$ cat config.mk
export PLATFORM = sky130hd
export DESIGN_NAME = nice_time_axis_ticks_unit
export DESIGN_NICKNAME = d
export VERILOG_FILES = /design/src/rtl/ntat_pkg.sv /design/src/rtl/ntat_mul.sv /design/src/rtl/ntat_div.sv /design/src/rtl/nice_time_axis_ticks_unit.sv
export SDC_FILE = /design/constraint.sdc
export NUM_CORES = 2
export LEC_CHECK = 0
export BUFFER_PORTS_ARGS = -buffer_cell sky130_fd_sc_hd__buf_4
export CAP_MARGIN = 0
export CORE_AREA = 4 4 380 382
export CTS_CLUSTER_DIAMETER = 50
export DETAILED_ROUTE_END_ITERATION = 8
export DIE_AREA = 0 0 384 386
export PLACE_DENSITY = 0.8
export SLEW_MARGIN = 15
export SYNTH_ARGS = -nofsm -noshare
export SYNTH_HDL_FRONTEND = slang
export SYNTH_HIERARCHICAL = 1
export SYNTH_SLANG_ARGS = --single-unit
$ cat constraint.sdc
create_clock -name clk -period 15.73 [get_ports clk]
set_input_delay 1.573 -clock clk [delete_from_list [all_inputs] [get_ports clk]]
set_output_delay 1.573 -clock clk [all_outputs]
set_load 0.02 [all_outputs]
$ cat src/rtl/ntat_pkg.sv
package ntat_pkg;

  localparam int unsigned MAX_DIVISIONS = 100;

  localparam int unsigned IN_W    = 48;  // window timestamps
  localparam int unsigned POS_W   = 49;  // ordered bounds, one hour headroom
  localparam int unsigned OUT_W   = 50;  // snapped bounds
  localparam int unsigned CNT_W   = 10;  // division count
  localparam int unsigned RUNG_W  = 32;  // ladder steps
  localparam int unsigned MUL_W   = 50;  // shared multiplier operands
  localparam int unsigned RUNGS   = 7;

  localparam logic [RUNG_W-1:0] HOUR_MS = 32'd3600000;
  localparam logic [RUNG_W-1:0] DAY_MS  = 32'd86400000;
  localparam logic [OUT_W:0] FMT_CLOCK_MAX = 51'd172800000;    // 2 days
  localparam logic [OUT_W:0] FMT_DAY_MAX   = 51'd10368000000;  // 120 days

  localparam logic [1:0] FMT_CLOCK = 2'd0;
  localparam logic [1:0] FMT_DAY   = 2'd1;
  localparam logic [1:0] FMT_YEAR  = 2'd2;

  function automatic logic [RUNG_W-1:0] rung(input logic [2:0] idx);
    logic [RUNG_W-1:0] r;
    unique case (idx)
      3'd0:    r = HOUR_MS;
      3'd1:    r = 32'd10800000;
      3'd2:    r = 32'd21600000;
      3'd3:    r = 32'd43200000;
      3'd4:    r = DAY_MS;
      3'd5:    r = 32'd604800000;
      3'd6:    r = 32'd2592000000;
      default: r = HOUR_MS;
    endcase
    return r;
  endfunction

endpackage

$ cat src/rtl/ntat_mul.sv
module ntat_mul #(
  parameter int unsigned W = ntat_pkg::MUL_W
) (
  input  logic           clk,
  input  logic           rst,
  input  logic           start,
  input  logic [W-1:0]   a,
  input  logic [W-1:0]   b,
  output logic           done,
  output logic [2*W-1:0] prod
);

  localparam int unsigned CW = $clog2(W);

  logic [2*W-1:0] a_sh;
  logic [W-1:0]   b_sh;
  logic [CW-1:0]  cnt;
  logic           run;

  // shift-add, one multiplier bit a cycle
  always_ff @(posedge clk) begin
    if (rst) begin
      run  <= 1'b0;
      done <= 1'b0;
    end else begin
      done <= 1'b0;
      if (start) begin
        run  <= 1'b1;
        prod <= '0;
        a_sh <= {{W{1'b0}}, a};
        b_sh <= b;
        cnt  <= '0;
      end else if (run) begin
        if (b_sh[0]) prod <= prod + a_sh;
        a_sh <= a_sh << 1;
        b_sh <= b_sh >> 1;
        cnt  <= cnt + 1'b1;
        if (cnt == CW'(W - 1)) begin
          run  <= 1'b0;
          done <= 1'b1;
        end
      end
    end
  end

endmodule

$ cat src/rtl/ntat_div.sv
module ntat_div #(
  parameter int unsigned N = ntat_pkg::POS_W,
  parameter int unsigned D = ntat_pkg::RUNG_W
) (
  input  logic         clk,
  input  logic         rst,
  input  logic         start,
  input  logic [N-1:0] dividend,
  input  logic [D-1:0] divisor,
  output logic         done,
  output logic [N-1:0] quo,
  output logic         rem_nz
);

  localparam int unsigned CW = $clog2(N);

  logic [D-1:0]  rem;
  logic [N-1:0]  n_sh;
  logic [D-1:0]  dv;
  logic [CW-1:0] cnt;
  logic          run;
  logic [D:0]    r2;
  logic          fits;

  assign r2     = {rem, n_sh[N-1]};
  assign fits   = r2 >= {1'b0, dv};
  assign rem_nz = |rem;

  // restoring division, one quotient bit a cycle
  always_ff @(posedge clk) begin
    if (rst) begin
      run  <= 1'b0;
      done <= 1'b0;
    end else begin
      done <= 1'b0;
      if (start) begin
        run  <= 1'b1;
        rem  <= '0;
        n_sh <= dividend;
        dv   <= divisor;
        cnt  <= '0;
      end else if (run) begin
        rem  <= fits ? D'(r2 - {1'b0, dv}) : r2[D-1:0];
        n_sh <= n_sh << 1;
        quo  <= {quo[N-2:0], fits};
        cnt  <= cnt + 1'b1;
        if (cnt == CW'(N - 1)) begin
          run  <= 1'b0;
          done <= 1'b1;
        end
      end
    end
  end

endmodule

$ cat src/rtl/nice_time_axis_ticks_unit.sv
// channel  dir  handshake              payload
// cfg      in   cfg_valid/cfg_ready    cfg_data (target_ticks)
// in       in   in_valid/in_ready      window_start_ms, window_end_ms
// out      out  out_valid/out_ready    division_count, axis_start_ms, axis_end_ms, label_format
//
// One window runs from input beat to result through six ratio compares of two
// serial multiplies each, two serial divisions, the step doublings that bring
// the count within MAX_DIVISIONS, then two more serial multiplies for the
// snapped bounds.
// in_ready is high only while the sequencer is idle; cfg_ready is always high.
// Reset (rst, synchronous) sets target_ticks to 6 and empties the output.
// A finished result waits in the output register until out_ready.
module nice_time_axis_ticks_unit #(
  parameter int unsigned MAX_DIVISIONS = ntat_pkg::MAX_DIVISIONS
) (
  input  logic                                clk,
  input  logic                                rst,
  input  logic                                cfg_valid,
  output logic                                cfg_ready,
  input  logic [7:0]                          cfg_data,
  input  logic                                in_valid,
  output logic                                in_ready,
  input  logic signed [ntat_pkg::IN_W-1:0]    window_start_ms,
  input  logic signed [ntat_pkg::IN_W-1:0]    window_end_ms,
  output logic                                out_valid,
  input  logic                                out_ready,
  output logic [ntat_pkg::CNT_W-1:0]          division_count,
  output logic signed [ntat_pkg::OUT_W-1:0]   axis_start_ms,
  output logic signed [ntat_pkg::OUT_W-1:0]   axis_end_ms,
  output logic [1:0]                          label_format
);

  localparam int unsigned PW = ntat_pkg::POS_W;
  localparam int unsigned OW = ntat_pkg::OUT_W;
  localparam int unsigned MW = ntat_pkg::MUL_W;
  localparam int unsigned RW = ntat_pkg::RUNG_W;

  localparam logic [3:0] S_IDLE = 4'd0;
  localparam logic [3:0] S_CMP  = 4'd1;
  localparam logic [3:0] S_M1   = 4'd2;
  localparam logic [3:0] S_M1W  = 4'd3;
  localparam logic [3:0] S_M2   = 4'd4;
  localparam logic [3:0] S_M2W  = 4'd5;
  localparam logic [3:0] S_DL   = 4'd6;
  localparam logic [3:0] S_DLW  = 4'd7;
  localparam logic [3:0] S_DH   = 4'd8;
  localparam logic [3:0] S_DHW  = 4'd9;
  localparam logic [3:0] S_DBL  = 4'd10;
  localparam logic [3:0] S_ML   = 4'd11;
  localparam logic [3:0] S_MLW  = 4'd12;
  localparam logic [3:0] S_MH   = 4'd13;
  localparam logic [3:0] S_MHW  = 4'd14;
  localparam logic [3:0] S_FIN  = 4'd15;

  logic [3:0]           state;
  logic [7:0]           target_ticks;
  logic [7:0]           div_r;
  logic signed [PW-1:0] lo;
  logic signed [PW-1:0] hi;
  logic [PW-2:0]        span;
  logic [2:0]           idx;
  logic [2:0]           best_idx;
  logic [PW-2:0]        num;
  logic [PW-2:0]        den;
  logic [PW-2:0]        best_num;
  logic [PW-2:0]        best_den;
  logic [2*MW-1:0]      p1;
  logic signed [OW-1:0] ql;
  logic signed [OW-1:0] qh;
  logic [OW-1:0]        step;
  logic [ntat_pkg::CNT_W-1:0] count;
  logic signed [OW-1:0] smin;
  logic signed [OW-1:0] smax;

  // accept-time ordering
  logic signed [PW-1:0] a_s, a_e, a_lo, a_hi, a_dif;
  logic [7:0]           a_ticks;

  assign a_s     = PW'(window_start_ms);
  assign a_e     = PW'(window_end_ms);
  assign a_lo    = (a_e < a_s) ? a_e : a_s;
  assign a_hi    = (a_e < a_s) ? a_s : a_e;
  assign a_dif   = a_hi - a_lo;
  assign a_ticks = (target_ticks < 8'd2) ? 8'd2 : target_ticks;

  // ratio of rung to span/div, as num/den with num >= den
  logic [RW+7:0] rd;
  logic [PW-2:0] rd_w;
  assign rd   = RW'(ntat_pkg::rung(idx)) * div_r;
  assign rd_w = (PW-1)'(rd);

  // shared units
  logic            mul_start, mul_done;
  logic [MW-1:0]   mul_a, mul_b;
  logic [2*MW-1:0] mul_p;
  logic            div_start, div_done, div_nz;
  logic [PW-1:0]   div_n, div_q;
  logic [RW-1:0]   div_d;

  logic [OW-1:0] ql_mag, qh_mag;
  assign ql_mag = ql[OW-1] ? OW'(-ql) : OW'(ql);
  assign qh_mag = qh[OW-1] ? OW'(-qh) : OW'(qh);

  always_comb begin
    mul_start = 1'b0;
    mul_a     = MW'(num);
    mul_b     = MW'(best_den);
    unique case (state)
      S_M1: mul_start = 1'b1;
      S_M2: begin
        mul_start = 1'b1;
        mul_a     = MW'(best_num);
        mul_b     = MW'(den);
      end
      S_ML: begin
        mul_start = 1'b1;
        mul_a     = ql_mag;
        mul_b     = step;
      end
      S_MH: begin
        mul_start = 1'b1;
        mul_a     = qh_mag;
        mul_b     = step;
      end
      default: ;
    endcase
  end

  assign div_start = (state == S_DL) || (state == S_DH);
  assign div_n     = (state == S_DL) ? (lo[PW-1] ? PW'(-lo) : PW'(lo))
                                     : (hi[PW-1] ? PW'(-hi) : PW'(hi));
  assign div_d     = ntat_pkg::rung(best_idx);

  ntat_mul #(.W(MW)) u_mul (
    .clk   (clk),
    .rst   (rst),
    .start (mul_start),
    .a     (mul_a),
    .b     (mul_b),
    .done  (mul_done),
    .prod  (mul_p)
  );

  ntat_div #(.N(PW), .D(RW)) u_div (
    .clk      (clk),
    .rst      (rst),
    .start    (div_start),
    .dividend (div_n),
    .divisor  (div_d),
    .done     (div_done),
    .quo      (div_q),
    .rem_nz   (div_nz)
  );

  logic signed [OW-1:0] q_ext, q_cnt, q_lo_next, q_hi_next;
  assign q_ext     = OW'(div_q);
  assign q_lo_next = lo[PW-1] ? -(q_ext + OW'(div_nz)) : q_ext;
  assign q_hi_next = hi[PW-1] ? -q_ext : (q_ext + OW'(div_nz));
  assign q_cnt     = qh - ql;

  logic signed [OW-1:0] bound;
  assign bound = (state == S_MLW ? ql[OW-1] : qh[OW-1]) ? -OW'(mul_p) : OW'(mul_p);

  logic [OW:0] sspan;
  assign sspan = (OW+1)'(smax) - (OW+1)'(smin);

  assign cfg_ready = 1'b1;
  assign in_ready  = (state == S_IDLE);

  always_ff @(posedge clk) begin
    if (rst) begin
      state        <= S_IDLE;
      target_ticks <= 8'd6;
      out_valid    <= 1'b0;
    end else begin
      if (cfg_valid) target_ticks <= cfg_data;
      if (out_valid && out_ready && state != S_FIN) out_valid <= 1'b0;
      unique case (state)
        S_IDLE: if (in_valid) begin
          lo    <= a_lo;
          div_r <= a_ticks - 8'd1;
          idx   <= '0;
          if (a_dif == '0) begin
            hi   <= a_lo + PW'(ntat_pkg::HOUR_MS);
            span <= (PW-1)'(ntat_pkg::HOUR_MS);
          end else begin
            hi   <= a_hi;
            span <= (PW-1)'(a_dif);
          end
          state <= S_CMP;
        end
        S_CMP: begin
          num <= (rd_w >= span) ? rd_w : span;
          den <= (rd_w >= span) ? span : rd_w;
          if (idx == '0) begin
            best_num <= (rd_w >= span) ? rd_w : span;
            best_den <= (rd_w >= span) ? span : rd_w;
            best_idx <= '0;
            idx      <= 3'd1;
          end else begin
            state <= S_M1;
          end
        end
        S_M1:  state <= S_M1W;
        S_M1W: if (mul_done) begin
          p1    <= mul_p;
          state <= S_M2;
        end
        S_M2:  state <= S_M2W;
        S_M2W: if (mul_done) begin
          // strict less: on a tie the smaller step stays
          if (p1 < mul_p) begin
            best_num <= num;
            best_den <= den;
            best_idx <= idx;
          end
          if (idx == 3'(ntat_pkg::RUNGS - 1)) begin
            state <= S_DL;
          end else begin
            idx   <= idx + 3'd1;
            state <= S_CMP;
          end
        end
        S_DL: begin
          step  <= OW'(ntat_pkg::rung(best_idx));
          state <= S_DLW;
        end
        S_DLW: if (div_done) begin
          ql    <= q_lo_next;
          state <= S_DH;
        end
        S_DH:  state <= S_DHW;
        S_DHW: if (div_done) begin
          qh    <= q_hi_next;
          state <= S_DBL;
        end
        S_DBL: begin
          // doubling the step: floor and ceil quotients just halve
          if (q_cnt > OW'(MAX_DIVISIONS)) begin
            ql   <= ql >>> 1;
            qh   <= (qh + OW'(1)) >>> 1;
            step <= step << 1;
          end else begin
            count <= (q_cnt < OW'(1)) ? ntat_pkg::CNT_W'(1) : ntat_pkg::CNT_W'(q_cnt);
            state <= S_ML;
          end
        end
        S_ML:  state <= S_MLW;
        S_MLW: if (mul_done) begin
          smin  <= bound;
          state <= S_MH;
        end
        S_MH:  state <= S_MHW;
        S_MHW: if (mul_done) begin
          smax  <= bound;
          state <= S_FIN;
        end
        S_FIN: if (!out_valid || out_ready) begin
          out_valid      <= 1'b1;
          division_count <= count;
          axis_start_ms  <= smin;
          axis_end_ms    <= smax;
          if (sspan <= ntat_pkg::FMT_CLOCK_MAX)    label_format <= ntat_pkg::FMT_CLOCK;
          else if (sspan <= ntat_pkg::FMT_DAY_MAX) label_format <= ntat_pkg::FMT_DAY;
          else                                     label_format <= ntat_pkg::FMT_YEAR;
          state <= S_IDLE;
        end
        default: state <= S_IDLE;
      endcase
    end
  end

  a_busy_after_beat: assert property (@(posedge clk) disable iff (rst)
    in_valid && in_ready |=> !in_ready)
    else $error("input taken twice");

  a_mul_done_state: assert property (@(posedge clk) disable iff (rst)
    mul_done |-> (state == S_M1W || state == S_M2W || state == S_MLW || state == S_MHW))
    else $error("multiplier done outside a wait state");

  a_div_done_state: assert property (@(posedge clk) disable iff (rst)
    div_done |-> (state == S_DLW || state == S_DHW))
    else $error("divider done outside a wait state");

  a_count_range: assert property (@(posedge clk) disable iff (rst)
    out_valid |-> division_count >= 10'd1 && division_count <= 10'(MAX_DIVISIONS))
    else $error("division count out of range");

  a_bounds_order: assert property (@(posedge clk) disable iff (rst)
    out_valid |-> axis_end_ms > axis_start_ms)
    else $error("snapped bounds out of order");

endmodule
==> flow_summary.json <==
{
  "outcome": "complete, no violations",
  "ys.flop_type": "edfxtp_1",
  "critPathMaxFanout": 87,
  "final_common_cell": "edfxtp_1",
  "worstSetupPathType": "reg -> reg",
  "cts_root_buf": "clkbuf_16",
  "fp-row-count": 138,
  "layout_min_cycle_time_ps": 12030,
  "drt_pass1_iterations": 7,
  "insertion_delay_ps": 810,
  "drt_iter0_drc": 7533,
  "fmax_mhz": 83.1,
  "final_core_util": 0.695,
  "rsz0062_at_grt": "no",
  "powerDensity_mw_per_mm2": 176,
  "num_io_pins": 224,
  "use_met3": 0.0673,
  "tritoncts": "yes",
  "cp.required_ps": 16270,
  "synth.avg_cell_area_um2": 9.48,
  "finClkSkew_ps": 32.5,
  "ys_seq_elements": 1257,
  "postCtsSetupBuffers": 0,
  "drive_gt1_frac": 0.103,
  "netlist_area_mm2": 0.0898,
  "avgViaCountPerCell": 6.43,
  "cts_resized": 0,
  "seq_area_frac_synth": 0.418,
  "cts_buffers": 155,
  "clk_pin_slew_ps": 60,
  "start_kind": "flop",
  "grt_pass1_vias": 70800,
  "total_power_w": 0.0172,
  "wl_um": 267000,
  "layout.nets": 10200,
  "worst_pin_slew_ps": 1110,
  "io_buffers": 222,
  "design.core.area_mm2": 0.141,
  "peakVddDrop_mv": 0.421,
  "clkSinkCount": 1257,
  "fin_crit_sh": 0.765,
  "clockBufferDepth": 3,
  "fin_setup_tns_ps": 0,
  "max_stage_delay_ps": 860,
  "grt-ovfl-total": 0,
  "die_y_um": 386,
  "end_kind": "flop",
  "gp_congestion": 0.995,
  "drv_slew": 0,
  "grt_util_met2": 0.550,
  "maxCapViolations": 0,
  "htree_levels": 4,
  "start_util": 0.637,
  "grt_usage": 0.352,
  "antenna_found_initial": 13,
  "setup_viol": 0,
  "critPathSlowestCell": "nor3_1",
  "top_usage_layer": "met2",
  "hold_class": "reg -> reg",
  "p_leak_nw": 37.8,
  "route.detailed.wl_per_inst_um": 23.2,
  "use_met1": 0.465,
  "drc": 0,
  "fp.dieW_um": 384,
  "vias": 73800,
  "grt_max_degree": 157,
  "die-area_mm2": 0.148,
  "synth_cell_types": 115,
  "dp_hpwl_um": 199000,
  "max-slew-margin-rel": 0.249,
  "final_cell_mix": "1240 x edfxtp_1, 1078 x nand2_1, 720 x nor2_1",
  "ant_nets": 0,
  "crit_arrival_ps": 12570,
  "synthArstFlopShare": 0,
  "synth_cells": 9473,
  "ys_warn_count": 6,
  "synth_edf_count": 1240,
  "hold_viol": 0,
  "grt_pass1_wl_um": 408000,
  "area_delta_synth_final_pct": 9.16,
  "holdBufCountCts": 0
}
-- metrics by stage --
step           cells  area, um^2  worst slack (ps)  hold slack, ps
4_1_cts        11500       98000              3890             418
3_3_place_gp   11200       92800              4370             405
2_1_floorplan   9488       89900              4070             400
6_report       11500       98000              3700             416
5_1_grt        11500       98000              2880             436
3_5_place_dp   11200       92800              4020             405
-- worst paths after layout --
kind	startpoint	to	slack [ps]	cells after the start
worst max register to register	idx[0]	best_num[14]	3700	39
worst min-delay path	count[8]	division_count[8]	420	0
worst min register to register	count[8]	division_count[8]	420	0
worst max-delay path	idx[0]	best_num[14]	3700	39
-- critical path, delay by kind of cell (launching register included) --
| kind | cells | cell delay, ps |
|---|---|---|
| compound gates | 15 | 3030 |
| xor+xnor | 1 | 230 |
| fa+ha+maj | 7 | 3360 |
| buf+inv | 7 | 1420 |
| flops | 1 | 500 |
| mux | 2 | 700 |
| simple gates | 7 | 2460 |
-- flip-flops by register name, indices dropped and copies added (netlist names), 50 cells and up --
register and flops:
u_mul/prod 100, u_mul/a_sh 100, axis_end_ms 50, u_mul/b_sh 50
ql 50, smax 50, axis_start_ms 50, qh 50
smin 50, p1 100
-- synth_stat cells, types with 159 or more instances --
master    number  area share
clkbuf_1     385       0.016
ha_1         492       0.069
edfxtp_1    1240        0.41
nand3_1      215       0.012
o21ai_0      505       0.028
inv_1        658       0.028
a21oi_1      674       0.038
mux2_2       272       0.034
xor2_1       223       0.022
nor2_1       736       0.031
nand2_1     1080       0.045
nor3_1       192       0.011
xnor2_1      413       0.040
and2_1       159       0.011
-- cell families after synthesis --
family,count (synthesis),synth area share
adder cells (fa/ha/maj),626,0.0984
other,2,0.0000836
buffers and inverters,1153,0.0501
AO/OA/AOI/OAI,2220,0.157
multiplexers,314,0.0388
flip-flops,1257,0.418
XOR/XNOR,636,0.0620
AND/OR/NAND/NOR,3265,0.175
-- layer usage --
metal | wire length [um] | vias to the layer above
met1 | 106000 | 35300
li1 | - | 34200
met5 | 92 | -
met3 | 25100 | 730
met4 | 16500 | 14
met2 | 119000 | 3582
-- cell type report --
class / instances / area (um^2)
Antenna cell: 3 / 7.51
Clock buffer: 174 / 3960
Clock inverter: 114 / 1300
Fill cell: 10900 / 43000
Inverter: 661 / 2480
Multi-Input combinational cell: 7078 / 48000
Sequential cell: 1257 / 37600
Tap cell: 1890 / 2360
Timing Repair Buffer: 306 / 2320
-- report_power, final --
group	total [W]	leakage (nW)	internal, W	switching [W]
sequential	0.00483	11.4	0.00457	0.000262
combinational	0.00875	23.8	0.00341	0.00535
clock	0.00365	2.55	0.00212	0.00153
total	0.0172	37.8	0.0101	0.00714
No activity file was read; power rests on OpenSTA's default activity.
